**src/rtl/rgbld_pkg.sv**
```systemverilog
// ----------------------------------------------------------------------------
// rgbld_pkg: shared types and constants for the RGB LED blink/dim controller
// Sizes of the LED bank, channel coding, action codes and the request layout.
// ----------------------------------------------------------------------------
`default_nettype none

package rgbld_pkg;

  // LED bank shape
  localparam int NumLeds  = 2;
  localparam int Channels = 3;
  localparam int PinW     = NumLeds * Channels;

  // Timer and counter widths
  localparam int CntW = 16;   // phase countdown and phase lengths
  localparam int PhW  = 9;    // blink phases left (twice an 8-bit count)
  localparam int LvlW = 7;    // saturated dim level

  // Dim PWM period in ticks and level ceiling
  localparam logic [CntW-1:0] DimPeriod = CntW'(100);
  localparam logic [LvlW-1:0] LevelMax  = LvlW'(100);

  // Action codes, also the per-LED activity state
  typedef enum logic [1:0] {
    ModeIdle   = 2'd0,
    ModeSteady = 2'd1,
    ModeBlink  = 2'd2,
    ModeDim    = 2'd3
  } mode_e;

  // Request kinds
  localparam logic FuncTick  = 1'b0;
  localparam logic FuncStart = 1'b1;

  // One request as held in the input register
  typedef struct packed {
    logic        func;
    logic        led;
    mode_e       mode;
    logic [2:0]  color;
    logic [15:0] on_time;
    logic [15:0] off_time;
    logic [7:0]  blink_count;
    logic [7:0]  dim_level;
  } req_t;

endpackage

`default_nettype wire

```
**src/rtl/rgbld_led.sv**
```systemverilog
// ----------------------------------------------------------------------------
// rgbld_led: state and next-state logic of one RGB LED
// Holds the action, phase timer and pin levels of one LED and applies a tick
// or a start request in one step, skipping zero-length phases at once.
// ----------------------------------------------------------------------------
`default_nettype none

module rgbld_led import rgbld_pkg::*; (
  input  logic                clk_i,
  input  logic                rst_ni,
  input  logic                step_i,    // apply the request this cycle
  input  logic                hit_i,     // start request addressed to this LED
  input  req_t                req_i,
  output logic [Channels-1:0] pins_n_o,
  output logic                busy_o
);

  // State registers
  mode_e               mode_q, mode_d;
  logic [Channels-1:0] color_q, color_d;
  logic [CntW-1:0]     on_q, on_d;
  logic [CntW-1:0]     off_q, off_d;
  logic [PhW-1:0]      phase_q, phase_d;
  logic [LvlW-1:0]     lvl_q, lvl_d;
  logic                high_q, high_d;
  logic [CntW-1:0]     cnt_q, cnt_d;
  logic [Channels-1:0] pin_q, pin_d;

  // Phase-advance operands: fresh from the request or from the state
  mode_e               src_mode;
  logic [Channels-1:0] src_color;
  logic [CntW-1:0]     src_on, src_off;
  logic [PhW-1:0]      src_phase;
  logic [LvlW-1:0]     src_lvl;
  logic                src_high;

  // Phase-advance results
  mode_e               adv_mode;
  logic [PhW-1:0]      adv_phase;
  logic [CntW-1:0]     adv_cnt;
  logic [Channels-1:0] adv_pin;
  logic                adv_high;

  logic [LvlW-1:0]     sat_lvl;
  logic [Channels-1:0] lit_pins;
  logic [CntW-1:0]     dim_off_len;
  logic                active;

  assign active  = (mode_q == ModeBlink) || (mode_q == ModeDim);
  assign sat_lvl = (req_i.dim_level > 8'(LevelMax)) ? LevelMax : req_i.dim_level[LvlW-1:0];

  // Operand select
  always_comb begin
    if (hit_i) begin
      src_mode  = req_i.mode;
      src_color = req_i.color[Channels-1:0];
      src_on    = req_i.on_time;
      src_off   = req_i.off_time;
      src_phase = {req_i.blink_count, 1'b0};
      src_lvl   = sat_lvl;
      src_high  = 1'b0;
    end else begin
      src_mode  = mode_q;
      src_color = color_q;
      src_on    = on_q;
      src_off   = off_q;
      src_phase = phase_q;
      src_lvl   = lvl_q;
      src_high  = high_q;
    end
  end

  assign lit_pins    = ~src_color;
  assign dim_off_len = DimPeriod - CntW'(src_lvl);

  // Enter phases until one of nonzero length starts or the blink ends
  always_comb begin
    adv_mode  = src_mode;
    adv_phase = src_phase;
    adv_cnt   = '0;
    adv_pin   = '1;
    adv_high  = src_high;
    if (src_mode == ModeBlink) begin
      priority if (src_phase == '0) begin
        adv_mode = ModeIdle;
      end else if (src_phase[0]) begin
        // odd count: on phase is next
        priority if (src_on != '0) begin
          adv_pin   = lit_pins;
          adv_cnt   = src_on;
          adv_phase = src_phase - PhW'(1);
        end else if ((src_off != '0) && (src_phase != PhW'(1))) begin
          adv_cnt   = src_off;
          adv_phase = src_phase - PhW'(2);
        end else begin
          adv_mode  = ModeIdle;
          adv_phase = '0;
        end
      end else begin
        // even count: off phase is next
        priority if (src_off != '0) begin
          adv_cnt   = src_off;
          adv_phase = src_phase - PhW'(1);
        end else if (src_on != '0) begin
          adv_pin   = lit_pins;
          adv_cnt   = src_on;
          adv_phase = src_phase - PhW'(2);
        end else begin
          adv_mode  = ModeIdle;
          adv_phase = '0;
        end
      end
    end else if (src_mode == ModeDim) begin
      if (src_high) begin
        if (src_lvl != '0) begin
          adv_pin  = lit_pins;
          adv_cnt  = CntW'(src_lvl);
          adv_high = 1'b0;
        end else begin
          adv_cnt  = DimPeriod;
          adv_high = 1'b1;
        end
      end else begin
        if (dim_off_len != '0) begin
          adv_cnt  = dim_off_len;
          adv_high = 1'b1;
        end else begin
          adv_pin  = lit_pins;
          adv_cnt  = CntW'(src_lvl);
          adv_high = 1'b0;
        end
      end
    end
  end

  // Next state
  always_comb begin
    mode_d  = mode_q;
    color_d = color_q;
    on_d    = on_q;
    off_d   = off_q;
    phase_d = phase_q;
    lvl_d   = lvl_q;
    high_d  = high_q;
    cnt_d   = cnt_q;
    pin_d   = pin_q;
    if (step_i) begin
      if (hit_i) begin
        color_d = src_color;
        cnt_d   = '0;
        unique case (req_i.mode)
          ModeIdle: begin
            mode_d = ModeIdle;
            pin_d  = '1;
          end
          ModeSteady: begin
            mode_d = ModeSteady;
            pin_d  = lit_pins;
          end
          ModeBlink: begin
            on_d    = src_on;
            off_d   = src_off;
            mode_d  = adv_mode;
            phase_d = adv_phase;
            cnt_d   = adv_cnt;
            pin_d   = adv_pin;
          end
          ModeDim: begin
            lvl_d  = src_lvl;
            mode_d = adv_mode;
            high_d = adv_high;
            cnt_d  = adv_cnt;
            pin_d  = adv_pin;
          end
          default: begin
            mode_d = ModeIdle;
          end
        endcase
      end else if ((req_i.func == FuncTick) && active) begin
        if (cnt_q > CntW'(1)) begin
          cnt_d = cnt_q - CntW'(1);
        end else begin
          mode_d  = adv_mode;
          phase_d = adv_phase;
          cnt_d   = adv_cnt;
          pin_d   = adv_pin;
          high_d  = adv_high;
        end
      end
    end
  end

  // State registers
  always_ff @(posedge clk_i or negedge rst_ni) begin
    if (!rst_ni) begin
      mode_q  <= ModeIdle;
      color_q <= '0;
      on_q    <= '0;
      off_q   <= '0;
      phase_q <= '0;
      lvl_q   <= '0;
      high_q  <= 1'b0;
      cnt_q   <= '0;
      pin_q   <= '1;
    end else begin
      mode_q  <= mode_d;
      color_q <= color_d;
      on_q    <= on_d;
      off_q   <= off_d;
      phase_q <= phase_d;
      lvl_q   <= lvl_d;
      high_q  <= high_d;
      cnt_q   <= cnt_d;
      pin_q   <= pin_d;
    end
  end

  assign pins_n_o = pin_q;
  assign busy_o   = active;

endmodule

`default_nettype wire

```
**src/rtl/rgb_led_blink_dim_controller_top.sv**
```systemverilog
// ----------------------------------------------------------------------------
// rgb_led_blink_dim_controller_top: two-LED RGB blink and PWM dim controller
//
//   channel | direction | handshake               | payload
//   --------+-----------+-------------------------+------------------------------
//   in      | request   | in_valid_i / in_ready_o | func, led, mode, color,
//           |           |                         | on/off_time, blink_count,
//           |           |                         | dim_level
//   out     | result    | out_valid_o/out_ready_i | pins_n, busy_res
//
// One request per cycle sustained while out_ready_i stays high. An accepted
// request is held in the input register until the result register is free;
// then the LED state and the result are registered together from it.
// The result is the LED state itself; it holds while out_ready_i is low and
// the input register keeps one more request meanwhile.
// Reset leaves all LEDs idle and dark, with no request or result pending.
// ----------------------------------------------------------------------------
`default_nettype none

module rgb_led_blink_dim_controller_top import rgbld_pkg::*; (
  input  logic              clk_i,
  input  logic              rst_ni,
  input  logic              in_valid_i,
  output logic              in_ready_o,
  input  logic              func_i,
  input  logic              led_i,
  input  logic [1:0]        mode_i,
  input  logic [2:0]        color_i,
  input  logic [15:0]       on_time_i,
  input  logic [15:0]       off_time_i,
  input  logic [7:0]        blink_count_i,
  input  logic [7:0]        dim_level_i,
  output logic              out_valid_o,
  input  logic              out_ready_i,
  output logic [PinW-1:0]   pins_n_o,
  output logic [NumLeds-1:0] busy_res_o
);

  logic in_valid_q, in_valid_d;
  logic out_valid_q, out_valid_d;
  req_t req_q;
  logic step;
  logic accept;

  // Handshake control
  assign step        = in_valid_q && (!out_valid_q || out_ready_i);
  assign in_ready_o  = !in_valid_q || step;
  assign accept      = in_valid_i && in_ready_o;
  assign in_valid_d  = accept || (in_valid_q && !step);
  assign out_valid_d = step || (out_valid_q && !out_ready_i);

  always_ff @(posedge clk_i or negedge rst_ni) begin
    if (!rst_ni) begin
      in_valid_q  <= 1'b0;
      out_valid_q <= 1'b0;
    end else begin
      in_valid_q  <= in_valid_d;
      out_valid_q <= out_valid_d;
    end
  end

  // Input request register
  always_ff @(posedge clk_i) begin
    if (accept) begin
      req_q.func        <= func_i;
      req_q.led         <= led_i;
      req_q.mode        <= mode_e'(mode_i);
      req_q.color       <= color_i;
      req_q.on_time     <= on_time_i;
      req_q.off_time    <= off_time_i;
      req_q.blink_count <= blink_count_i;
      req_q.dim_level   <= dim_level_i;
    end
  end

  // One state unit per LED
  for (genvar i = 0; i < NumLeds; i++) begin : g_led
    logic hit;
    assign hit = (req_q.func == FuncStart) && (int'(req_q.led) == i);

    rgbld_led u_led (
      .clk_i    (clk_i),
      .rst_ni   (rst_ni),
      .step_i   (step),
      .hit_i    (hit),
      .req_i    (req_q),
      .pins_n_o (pins_n_o[i*Channels +: Channels]),
      .busy_o   (busy_res_o[i])
    );
  end

  assign out_valid_o = out_valid_q;

endmodule

`default_nettype wire

```
**config.mk**
```make
export PLATFORM = sky130hd
export DESIGN_NAME = rgb_led_blink_dim_controller_top
export DESIGN_NICKNAME = d
export VERILOG_FILES = /design/src/rtl/rgbld_pkg.sv /design/src/rtl/rgbld_led.sv /design/src/rtl/rgb_led_blink_dim_controller_top.sv
export SDC_FILE = /design/constraint.sdc
export NUM_CORES = 1
export LEC_CHECK = 0
export ABC_CLOCK_PERIOD_IN_PS = 5600
export BUFFER_PORTS_ARGS = -buffer_cell sky130_fd_sc_hd__clkbuf_2
export CAP_MARGIN = 20
export CORE_ASPECT_RATIO = 1.5
export CORE_MARGIN = 10
export CORE_UTILIZATION = 30
export DETAILED_ROUTE_END_ITERATION = 12
export GPL_TIMING_DRIVEN = 0
export SLEW_MARGIN = 20
export SYNTH_ARGS = -nofsm -noshare
export SYNTH_HDL_FRONTEND = slang
export SYNTH_SLANG_ARGS = --single-unit
```
**constraint.sdc**
```tcl
create_clock -name clk_i -period 5.6 [get_ports clk_i]
set_input_delay 0.28 -clock clk_i [delete_from_list [all_inputs] [get_ports clk_i]]
set_output_delay 0.28 -clock clk_i [all_outputs]
set_load 0.005 [all_outputs]
```
# After elaboration in Yosys (flattened, before gate mapping)
# Cells that the tools add are included.
[op_classes]
add_sub_neg = 8
muxes = 133
n_lt_le_gt_ge = 3
n_eq_ne = 19
n_bitwise = 4
n_reduce_logical = 48
[op_table]
columns = ["cell", "count"]
rows = [
  ["16-bit two-way mux", 32],
  ["9-bit two-way mux", 24],
  ["16-bit nonzero test", 6],
  ["3-bit two-way mux", 26],
  ["2-bit two-way mux", 22],
  ["7-bit two-way mux", 5],
  ["16-bit by 1-bit greater-than comparator with 1-bit output, second input constant", 2],
  ["16-bit by 1-bit subtractor with 16-bit output, second input constant", 2],
  ["2-bit equality test, second input constant", 10],
  ["1-bit two-way mux", 20],
  ["9-bit zero test", 2],
  ["9-bit by 1-bit != test with 1-bit output, second input constant", 2],
  ["3-bit case mux with 3 select lines", 2],
  ["3-bit AND reduction", 6],
  ["9-bit by 1-bit subtractor with 9-bit output, second input constant", 2],
  ["9-bit by 2-bit subtractor with 9-bit output, second input constant", 2],
  ["4-bit AND reduction", 4],
  ["7-bit by 7-bit subtractor with 8-bit output, first input constant", 2],
  ["7-bit nonzero test", 2],
  ["2-bit case mux with 3 select lines", 2],
  ["1-bit logical AND", 10],
  ["8-bit by 7-bit greater-than comparator with 1-bit output, second input constant", 1],
  ["2-bit by 1-bit != test with 1-bit output, second input constant", 4],
  ["2-bit AND reduction", 4],
  ["9 further kinds", 21],
]
[totals]
inputBits = 59
output_inout_bits = 10
elab_cells = 243
regBits = 203

# Logic depth before layout (Yosys ltp)
[depth]
ltp_word = 13
mapped_depth = 15

# Cells and area by module
# Synthesis repeated with hierarchy kept, for this count alone.
[hier_totals]
hier_cells = 1223
area_unflattened_um2 = 12274.3
[modules_own_cells]
columns = ["mod", "seq_area_each_um2", "n_inst", "cells_per_inst", "area_each_um2"]
rows = [
  ["rgbld_led at g_led[0].u_led", 1830.5, 1, 580, 5300.1],
  ["rgbld_led at g_led[1].u_led", 1830.5, 1, 578, 5206.2],
  ["rgb_led_blink_dim_controller_top", 1701.6, 1, 65, 1767.9],
]

# Worst setup path after synthesis
# OpenSTA, ideal clock, no wires.
[synth_path]
path_kind = "flip-flop to flip-flop"
start = "register req_q[53] (netlist name)"
end = "register g_led[0].u_led.phase_q[5]"
slack_ps = 2641
path_stages_with_launch = 13
setup_time_ps = 144
t_arrival_ps = 2815
required_time_ps = 5456
cell_sequence = "edfxtp_1 buf_6 and2b_4 buf_6 buf_2 mux2i_1 ha_1 inv_1 or2_2 or3_1 a21o_1 a21oi_1 o221ai_1"
[synth_via]
elab_chain_len = 13
[synth_rtl]
columns = ["element", "line", "rtl"]
rows = [
  ["from (decl)", "rgb_led_blink_dim_controller_top.sv:41", "req_t req_q;"],
  ["1-bit NOT *", "rgb_led_blink_dim_controller_top.sv:79", "assign hit = (req_q.func == FuncStart) && (int'(req_q.led) == i);"],
  ["1-bit logical AND *", "rgb_led_blink_dim_controller_top.sv:79", ""],
  ["branches (longest 11 deep; another with 9-bit by 2-bit subtractor with 9-bit output)", "n/a", ""],
  ["to (signal assigned)", "rgbld_led.sv:210", "phase_q <= phase_d;"],
  ["to (decl)", "rgbld_led.sv:23", "logic [PhW-1:0] phase_q, phase_d;"],
]
# Every way passes the cells marked *. The select of a mux whose other input is x is not followed.
# A chain may end at the register's enable or synchronous reset.

# Worst setup path after layout
[layout_path]
start = "register req_q[54] (netlist name)"
end = "register g_led[0].u_led.cnt_q[3]"
[layout_via]
elab_chain_len = 12
[layout_rtl]
columns = ["element", "line", "rtl"]
rows = [
  ["branches (longest 12 deep; another with 7-bit by 7-bit subtractor with 8-bit output)", "n/a", ""],
  ["to (signal assigned)", "rgbld_led.sv:213", "cnt_q <= cnt_d;"],
  ["to (decl)", "rgbld_led.sv:26", "logic [CntW-1:0] cnt_q, cnt_d;"],
]
# Several ways; the timed one is not identified. The select of a mux whose other input is x is not followed.

==> summary.md <==
| Metric | Value |
|---|---|
| Status | completed |
| H-tree depth | 1 |
| Final worst-path cycle share | 67.7% |
| CP top delay family | buffers and inverters |
| Num Clock Sinks | slightly above 200 |
| TritonCTS clock tree | built |
| CP endpoint kind | flop |
| Lkg Pwr | 5.91 nW |
| Via count | 11500 |
| Placer Congestion | 0.980 |
| Register area share after synthesis | between 40% and 50% |
| Nets | 1576 |
| # DRC | 0 |
| Setup crit start kind | flop |
| IO Pins | 69 |
| First-pass GRT wire length | around 71 mm |
| Grt ovf | 0 |
| Total Power | 5.60 mW |
| Worst hold path class | input pin to flop |
| Peak fanout along the critical path | 10 |
| Fin Setup TNS | 0 ns |
| FMAX | 264 MHz |
| Final WS setup | 1.81 ns |
| DP Area | roughly 0.013 sq mm |
| Vert. Die Dim | about 270 um |
| Count of yosys warnings during synthesis | 0 |
| Most frequent cells in the layout | nand2_1 (288), dfrtp_1 (142), nor2_1 (109) |
| Mapped Nets | 1425 |
| Clock Latency Late Sink | 0.55 ns |
| Synth async-reset ratio | around 73% |
| Worst-path cell chain | nand2b_4, buf_6, buf_2, buf_2, clkbuf_1, clkbuf_1, o21ai_0, o21ai_0, a31oi_1 |
| Largest net degree at the start of global routing | 84 |
| Most common cell after layout, fill and taps aside | nand2_1 |
| Final Skew | 0.0210 ns |
| Fill cell count | 4068 |
| Buffers & Inverters on Critical Path | 5 |
| RSZ-0062 raised after global routing | no |
| Initial DRC count | roughly 840 |
| Cts repair resizes | 0 |
| Yosys top cell by area | dfrtp_1 |
| CP Data Required Time | around 6.0 ns |
| Worst slew pin tran | 0.979 ns |
| Antenna violations before repair | 0 |
| Syn Std Cell Area | 0.0121 sq mm |
| Total GRT Usage | between 10% and 20% |
| Die X | 184 um |
| Wire per inst | around 23 um |
| Syn avg cell area | 8.96 sq um |
| Min Tclk post-route | 3.79 ns |
| Max-slew violations | 0 |
| Hold Fails Final Rpt | 0 |
| Vias per cell | 5.67 |
| DPL Wire Length | ~36 mm |
| Max-Slew Margin vs Limit | 34.5% |
| Crit path DAT | 4.15 ns |
| Vias in the first global route | 11500 |
| Slowest stage cell, crit path | clkbuf_1 |
| TritonCTS Buffers | 22 |
| Port bufs | 68 |
| Fin area | 0.0144 sq mm |
| Yosys top cell area share | 29.3% |
| Max VDD drop | 0.000185 V |
| Pre-CTS setup slack | 1.98 ns |
| PwrDens | 388 mW/mm^2 |
| Clock Root Buffer | clkbuf_16 |
| Post-synth top flop | dfrtp_1 |
| Rows | 90 |
| Share of layout cells above drive strength 1 | 15.0% |
| Max-Cap Viols | 0 |
| Final ANT Viol Nets | 0 |
| Clk buf depth | 3 |
| Cell count after synthesis | ~1400 |
| Die ar. | 0.0490 sq mm |
| Area grow syn2layout | 19.1% |
| Worst-path clk slew | 0.06 ns |
| Post-synth EDFFs | 55 |
| Synth area leaders | dfrtp_1 (29%), edfxtp_1 (14%), nand2_1 (8.9%) |
| N_diodes | 0 |
| Pre-antenna DRT Iters | 8 |
| Synth unique cells | between 90 and 100 |
| FF+latch count, synth | 203 |
| Endpoints failing setup | 0 |
| Kind of critical path | flop to flop |
| Max incr delay on CP | 0.60 ns |
| Placeable Area | 0.0401 sq mm |
| Drt total wl | about 47 mm |
| Hold_ws | 0.0751 ns |
| Initial core utilization | 30.2% |
==> routing by layer <==
layer	routed length [um]	share of wire, %	vias to the layer above	track usage (%)
met4	3470	7.3	0	13.6
li1	-	-	5268	-
met3	2050	4.3	148	1.76
met1	17200	36	5626	20.2
met5	0	0	-	0
met2	24500	52	459	34.0
==> Yosys cell counts, drive strengths merged, types with 8 or more instances <==
master    n
dfrtp   142
and3      9
nand3    36
o211ai   12
xor2      8
a21o     11
o21a      8
nor2    113
and2     11
or3      19
clkbuf   33
a21oi    83
nor4     25
buf      38
nand2b    9
nor3     37
nand2   292
ha       12
inv      21
edfxtp   55
nand4     8
mux2i    28
a211oi   28
o221ai   11
mux2     43
a31oi    25
o21ai   103
o22ai    11
==> report_power, final <==
group / internal [mW] / switching, mW
clock: 0.794 / 0.665
sequential: 1.86 / 0.378
combinational: 0.749 / 1.15
total: 3.41 / 2.20
==> repair_timing <==
item / in CTS / in global routing
setup buffers: 0 / 0
hold buffers: 57 / 0
endpoints found under the hold margin: 115 / 0
==> cell families after synthesis <==
family | Yosys count | share of synthesized area [%]
adder cells (fa/ha/maj) | 12 | 1.24
flip-flops | 203 | 44.2
AO/OA/AOI/OAI | 376 | 21.0
multiplexers | 71 | 6.40
XOR/XNOR | 15 | 1.08
AND/OR/NAND/NOR | 585 | 22.4
buffers and inverters | 92 | 3.66
==> final cells by class <==
class / count / area, sq um / share of cell area [%]
buffer: 71 / 365 / 2.53
clock inverter: 14 / 128 / 0.883
multi-input combinational: 1059 / 6330 / 43.8
timing repair buffer: 127 / 975 / 6.75
tap: 506 / 633 / 4.38
clock buffer: 26 / 576 / 3.98
sequential: 203 / 5360 / 37.1
inverter: 21 / 78.8 / 0.546
==> metrics by stage <==
stage,std cells,util [%]
floorplan,1354,-
finish,2027,36.0
global route,2027,36.0
detailed placement,1930,32.9
global placement,1928,32.7
CTS,2027,36.0
==> worst paths after layout <==
path	to	slack [ns]	from	cells after the start
max in group asynchronous	g_led[0].u_led.cnt_q[4]	4.48	rst_ni	3
setup / recovery	g_led[0].u_led.cnt_q[3]	1.81	req_q[54]	9
min in group asynchronous	g_led[1].u_led.cnt_q[13]	0.29	rst_ni	2
setup reg to reg	g_led[0].u_led.cnt_q[3]	1.81	req_q[54]	9
hold / removal	in_valid_q	0.08	out_ready_i	3
hold reg to reg	g_led[1].u_led.pins_n_o[2]	0.49	g_led[1].u_led.pins_n_o[2]	2
==> state kept, by name, summed over array words and instances (netlist names) <==
name	count
req_q	55
g_led.u_led.cnt_q	32
g_led.u_led.off_q	32
g_led.u_led.on_q	32
g_led.u_led.phase_q	18
g_led.u_led.lvl_q	14
g_led.u_led.color_q	6
g_led.u_led.pins_n_o	6
g_led.u_led.mode_q	4
g_led.u_led.high_q	2
in_valid_q	1
out_valid_o	1
==> worst register-to-register path: cells and delay by family, from the launching register on <==
| kind | cells | cell delay (ns) |
|---|---|---|
| flops | 1 | 0.52 |
| compound gates | 3 | 1.03 |
| buf+inv | 5 | 1.91 |
| simple gates | 1 | 0.16 |
Power figures use the tool's default switching activity.
